### src/hw/rtl/gdd_pkg.sv
package gdd_pkg;

    localparam int unsigned YearW  = 14;
    localparam int unsigned MonthW = 4;
    localparam int unsigned DayW   = 5;
    localparam int unsigned DnW    = 23;
    localparam int unsigned CountW = 22;
    localparam int unsigned QuotW  = 8;
    localparam int unsigned OffW   = 9;

    localparam logic [YearW-1:0]  YearMax  = 14'd9999;
    localparam logic [MonthW-1:0] MonthFeb = 4'd2;
    localparam logic [MonthW-1:0] MonthDec = 4'd12;

    // Multiply by 5243 and shift right by 19 divides by 100 exactly for 14-bit values.
    localparam logic [12:0] Recip100 = 13'd5243;
    localparam int unsigned RecipShift = 19;
    localparam int unsigned ProdW = YearW + 13;

    typedef struct packed {
        logic [YearW-1:0]  year;
        logic [MonthW-1:0] month;
        logic [DayW-1:0]   day;
        logic [YearW-1:0]  prev_year;
        logic [QuotW-1:0]  prev_cent;
        logic [QuotW-1:0]  year_cent;
        logic [DnW-1:0]    year_days;
        logic              range_ok;
    } prep_t;

    typedef struct packed {
        logic [DnW-1:0] base;
        logic [OffW-1:0] offset;
        logic            ok;
    } part_t;

    function automatic logic [DayW-1:0] month_len(input logic [MonthW-1:0] m);
        logic [DayW-1:0] len;
        case (m)
            4'd1, 4'd3, 4'd5, 4'd7, 4'd8, 4'd10, 4'd12: len = 5'd31;
            4'd4, 4'd6, 4'd9, 4'd11: len = 5'd30;
            4'd2: len = 5'd28;
            default: len = 5'd0;
        endcase
        return len;
    endfunction

    function automatic logic [OffW-1:0] days_before(input logic [MonthW-1:0] m);
        logic [OffW-1:0] n;
        case (m)
            4'd2:  n = 9'd31;
            4'd3:  n = 9'd59;
            4'd4:  n = 9'd90;
            4'd5:  n = 9'd120;
            4'd6:  n = 9'd151;
            4'd7:  n = 9'd181;
            4'd8:  n = 9'd212;
            4'd9:  n = 9'd243;
            4'd10: n = 9'd273;
            4'd11: n = 9'd304;
            4'd12: n = 9'd334;
            default: n = 9'd0;
        endcase
        return n;
    endfunction

    function automatic prep_t date_prep(input logic [YearW-1:0] y,
                                        input logic [MonthW-1:0] m,
                                        input logic [DayW-1:0] d);
        prep_t r;
        logic [YearW-1:0] p;
        logic [ProdW-1:0] prod_p;
        logic [ProdW-1:0] prod_y;
        p = y - 14'd1;
        prod_p = ProdW'(p) * ProdW'(Recip100);
        prod_y = ProdW'(y) * ProdW'(Recip100);
        r.year = y;
        r.month = m;
        r.day = d;
        r.prev_year = p;
        r.prev_cent = prod_p[RecipShift +: QuotW];
        r.year_cent = prod_y[RecipShift +: QuotW];
        r.year_days = DnW'(p) * 23'd365;
        r.range_ok = (y != '0) && (y <= YearMax) && (m != '0) && (m <= MonthDec)
                     && (d != '0);
        return r;
    endfunction

    function automatic part_t date_part(input prep_t a);
        part_t r;
        logic [YearW:0] cent_mul;
        logic [YearW-1:0] rem;
        logic leap;
        logic [DayW:0] len;
        cent_mul = (YearW+1)'(a.year_cent) * 15'd100;
        rem = a.year - cent_mul[YearW-1:0];
        leap = (rem != '0) ? (a.year[1:0] == 2'b00) : (a.year_cent[1:0] == 2'b00);
        len = {1'b0, month_len(a.month)} + {5'd0, (a.month == MonthFeb) && leap};
        r.base = a.year_days + DnW'(a.prev_year[YearW-1:2]) - DnW'(a.prev_cent)
                 + DnW'(a.prev_cent[QuotW-1:2]);
        r.offset = days_before(a.month) + OffW'((a.month > MonthFeb) && leap)
                   + OffW'(a.day);
        r.ok = a.range_ok && ({1'b0, a.day} <= len);
        return r;
    endfunction

endpackage

### src/hw/rtl/gregorian_date_difference_top.sv
// Each accepted word passes the prep, part, day number and count registers.
// Throughput: one word per cycle unless m_tready stalls the output; stages
// advance independently, so a bubble is squeezed out while the output waits.
// Reset: synchronous, active low; it clears the stage valid bits only, and the
// payload registers are left as they are.
module gregorian_date_difference_top import gdd_pkg::*; (
    input  logic        aclk,
    input  logic        aresetn,
    input  logic        s_tvalid,
    output logic        s_tready,
    // start_year, start_month, start_day, end_year, end_month, end_day,
    // count_end_day, zero pad
    input  logic [47:0] s_tdata,
    output logic        m_tvalid,
    input  logic        m_tready,
    // day_count, zero pad
    output logic [23:0] m_tdata,
    // date_error
    output logic        m_tuser
);

    logic v1_reg, v2_reg, v3_reg, vo_reg;
    logic en1, en2, en3, en_o;

    prep_t prep_a_reg, prep_b_reg, prep_a_next, prep_b_next;
    logic  inc1_reg;
    part_t part_a_reg, part_b_reg, part_a_next, part_b_next;
    logic  inc2_reg;
    logic [DnW-1:0] dn_a_reg, dn_b_reg, dn_a_next, dn_b_next;
    logic  inc3_reg, err3_reg, err3_next;
    logic [CountW-1:0] count_reg, count_next;
    logic  err_o_reg;
    logic [DnW-1:0] diff;

    assign en_o = !vo_reg || m_tready;
    assign en3  = !v3_reg || en_o;
    assign en2  = !v2_reg || en3;
    assign en1  = !v1_reg || en2;
    assign s_tready = en1;

    always_comb begin
        prep_a_next = date_prep(s_tdata[13:0], s_tdata[17:14], s_tdata[22:18]);
        prep_b_next = date_prep(s_tdata[36:23], s_tdata[40:37], s_tdata[45:41]);
        part_a_next = date_part(prep_a_reg);
        part_b_next = date_part(prep_b_reg);
        dn_a_next = part_a_reg.base + DnW'(part_a_reg.offset);
        dn_b_next = part_b_reg.base + DnW'(part_b_reg.offset);
        err3_next = !(part_a_reg.ok && part_b_reg.ok);
        diff = (dn_a_reg < dn_b_reg) ? (dn_b_reg - dn_a_reg) : '0;
        count_next = err3_reg ? '0 : (diff[CountW-1:0] + CountW'(inc3_reg));
    end

    always_ff @(posedge aclk) begin
        if (!aresetn) begin
            v1_reg <= 1'b0;
            v2_reg <= 1'b0;
            v3_reg <= 1'b0;
            vo_reg <= 1'b0;
        end else begin
            if (en1) v1_reg <= s_tvalid;
            if (en2) v2_reg <= v1_reg;
            if (en3) v3_reg <= v2_reg;
            if (en_o) vo_reg <= v3_reg;
        end
    end

    always_ff @(posedge aclk) begin
        if (en1) begin
            prep_a_reg <= prep_a_next;
            prep_b_reg <= prep_b_next;
            inc1_reg <= s_tdata[46];
        end
        if (en2) begin
            part_a_reg <= part_a_next;
            part_b_reg <= part_b_next;
            inc2_reg <= inc1_reg;
        end
        if (en3) begin
            dn_a_reg <= dn_a_next;
            dn_b_reg <= dn_b_next;
            err3_reg <= err3_next;
            inc3_reg <= inc2_reg;
        end
        if (en_o) begin
            count_reg <= count_next;
            err_o_reg <= err3_reg;
        end
    end

    assign m_tvalid = vo_reg;
    assign m_tdata  = {2'b00, count_reg};
    assign m_tuser  = err_o_reg;

    a_err_zero: assert property (@(posedge aclk) disable iff (!aresetn)
        m_tvalid && m_tuser |-> m_tdata[CountW-1:0] == '0)
        else $error("error result carries a nonzero count");

    a_count_max: assert property (@(posedge aclk) disable iff (!aresetn)
        m_tvalid |-> m_tdata[CountW-1:0] <= 22'd3652059)
        else $error("day count above the largest possible span");

    a_enter: assert property (@(posedge aclk) disable iff (!aresetn)
        s_tvalid && s_tready |=> v1_reg)
        else $error("accepted word missing from the first stage");

    a_drain: assert property (@(posedge aclk) disable iff (!aresetn)
        v3_reg && en_o |=> m_tvalid)
        else $error("last stage word lost on its way to the output");

endmodule

### config.mk
export PLATFORM = sky130hd
export DESIGN_NAME = gregorian_date_difference_top
export DESIGN_NICKNAME = d
export VERILOG_FILES = /design/src/hw/rtl/gdd_pkg.sv /design/src/hw/rtl/gregorian_date_difference_top.sv
export SDC_FILE = /design/constraint.sdc
export NUM_CORES = 2
export LEC_CHECK = 0
export BUFFER_PORTS_ARGS = -buffer_cell sky130_fd_sc_hd__clkbuf_2
export CAP_MARGIN = 30
export CORE_MARGIN = 1
export CORE_UTILIZATION = 65
export DETAILED_ROUTE_END_ITERATION = 7
export HOLD_SLACK_MARGIN = 0.03
export PLACE_DENSITY = 0.82
export SLEW_MARGIN = 0
export SYNTH_ARGS = -nofsm -noshare
export SYNTH_HDL_FRONTEND = slang
export SYNTH_SLANG_ARGS = --single-unit
export TNS_END_PERCENT = 50
### constraint.sdc
create_clock -name aclk -period 27.7 [get_ports aclk]
set_clock_uncertainty 0.05 [all_clocks]
set_input_delay 8.31 -clock aclk [delete_from_list [all_inputs] [get_ports aclk]]
set_output_delay 8.31 -clock aclk [all_outputs]
set_load 0.005 [all_outputs]
==> flow_summary.json <==
{
  "cts_max_level": 2,
  "ctsHoldBuffers": 0,
  "nNetsFinal": 4857,
  "fmax_mhz": 56.38,
  "endpoint": "s_tready",
  "drtPass1Iterations": 7,
  "antenna_found_initial": 0,
  "drt_iter0_markers": 1403,
  "crit_top_cell": "clkbuf_2",
  "fp.dieW_um": 241.7,
  "status": "finished, final reports clean",
  "ctsResizeCount": 0,
  "areaGrowthSynthToFinish_pct": 6.904,
  "diodes": 0,
  "synth-seq-cells": 317,
  "r2r-start": "prep_a_reg[26]",
  "viasPerCell": 5.579,
  "rows": 87,
  "hpwl_um": 61620,
  "hold_path_class": "reg2reg",
  "cp_max_fo": 5,
  "placed_area_um2": 38720,
  "rsz0062_at_grt": "no",
  "path_buf_inv": 2,
  "initial_core_util": 0.6598,
  "rrSetupSlack_ps": 21230,
  "hold_viol": 0,
  "drc_errors": 0,
  "synth_area_leader_cell": "ha_1",
  "relSlewSlack": 0.3343,
  "fin_crit_sh": 0.6403,
  "worst-path-stages": 5,
  "tritoncts": "yes",
  "yosys-top-cells-area": "ha_1 25%, edfxtp_1 23%, fa_1 20%",
  "tightest_slew_ps": 991.4,
  "clockBufferDepth": 3,
  "io_buffers": 75,
  "layout-drive-gt1-share": 0.04933,
  "clock_sinks": 317,
  "core_area_um2": 56600,
  "netlist_area_um2": 37350,
  "finalSetupViolCount": 0,
  "async_flop_share": 0,
  "endpoint_kind": "output port",
  "synth_edf_count": 289,
  "cp_slowest_cell": "and3_1",
  "ys_seq_area_frac": 0.2474,
  "dieArea_um2": 58420,
  "finalSetupTns_ps": 0,
  "grt_usage": 0.2662,
  "finalMaxSlewViolations": 0,
  "final_area_um2": 39930,
  "synth.top_cell.area_share": 0.2503,
  "yosysWarnings": 0,
  "drv_cap": 0,
  "syn_inst": 3571,
  "critPathTopFamily": "simple AND/OR/NAND/NOR gates",
  "numCtsBuffers": 35,
  "overflow": 0,
  "reg2reg_depth": 24,
  "wirelength_um": 75550,
  "avgSynthCellArea_um2": 10.46,
  "critPathLaunchType": "input port",
  "routedWlPerCell_um": 16.92,
  "yosysUniqueCellTypes": 87,
  "crit_arrival_ps": 9380,
  "dieHeight_um": 241.7,
  "grt_max_degree": 68,
  "post-cts-setup-buffer-count": 0,
  "grt_pass1_wl_um": 126500,
  "grt_pass1_vias": 26070,
  "vias": 24920,
  "hold_path.startpoint": "inc1_reg",
  "critPathLaunch": "m_tready",
  "clk_latency_ps": 540,
  "max_stage_delay_ps": 320,
  "synth_common_cells": "869 x inv_1, 747 x ha_1, 375 x fa_1",
  "worstReg2RegEnd": "part_a_reg[0]",
  "pin_count": 79,
  "critPathKind": "in2out",
  "synth-main-ff-cell": "edfxtp_1",
  "clk_pin_slew_ps": 60,
  "routabilityCongestion": 0.9459,
  "required_ps": 19340,
  "synth_most_common_cell": "inv_1",
  "postRouteAntennaNets": 0,
  "path_cells": "clkbuf_2 > nor2b_1 > and3_1 > nand2_4 > clkbuf_2",
  "period_needed_ps": 17740,
  "root_buffer": "clkbuf_16"
}
cells by family (layout without fill, tap and decap cells):
logic type               Yosys count  count (layout)  synth area share
adder cells (fa/ha/maj)         1122            1122            0.4513
AND/OR/NAND/NOR                  557             557           0.07464
buffers and inverters            889            1027           0.08988
other                              1               2         0.0001004
AO/OA/AOI/OAI                    452             452           0.08161
flip-flops                       317             317            0.2474
XOR/XNOR                         221             221           0.05183
multiplexers                      12              12          0.003317
cell usage in the layout (no fill, tap or decap), types with 19 or more instances in the layout:
master       n
inv_1      868
ha_1       747
fa_1       375
edfxtp_1   289
nor2_1     161
xnor2_1    158
nand2_1    117
a21oi_1    116
o21ai_0     93
clkbuf_2    75
xor2_1      63
a21o_1      56
nor3_1      55
nand3_1     40
clkbuf_16   38
nor2b_1     31
nand4_1     30
o21a_1      29
dfxtp_1     28
nand2b_1    19
a21boi_0    19
worst min path at each step:
stage / to / depth (start not counted)
floorplan: inc2_reg / 0
global placement: inc2_reg / 0
detailed placement: inc2_reg / 0
CTS: inc2_reg / 0
global route: inc2_reg / 0
finish: inc2_reg / 0
per-layer routing:
metal	part of all wire	wire length, µm	vias to the layer above	global-route usage
met4	0.027	2052	0	0.08060
met5	0	0	-	0
li1	-	-	12030	-
met2	0.49	36720	679	0.4495
met1	0.43	32320	12060	0.3545
met3	0.059	4448	146	0.04073
layout make-up:
| class | count | area [µm²] |
|---|---|---|
| clock buffers | 43 | 979.7 |
| clock inverters | 21 | 207.7 |
| fillers | 3954 | 16680 |
| inverters | 870 | 3266 |
| multi-input cells | 2366 | 24770 |
| flip-flops and latches | 317 | 9239 |
| well taps | 756 | 945.9 |
| repair buffers | 93 | 523.0 |
metrics by stage:
| step | cells | hold slack, ps | worst slack (ps) | utilization |
|---|---|---|---|---|
| finish | 4466 | 374.2 | 9964 | 0.7054 |
| global route | 4466 | 383.6 | 9855 | 0.7054 |
| CTS | 4464 | 375.5 | 9941 | 0.7051 |
| detailed placement | 4400 | 360.8 | 9956 | 0.6841 |
| global placement | 4399 | 354.2 | 9966 | 0.6838 |
| floorplan | 3572 | 350.3 | 6210 | - |
Power is not shown: default switching activity piles up to over one toggle a cycle in this logic, so the estimate is an artifact.
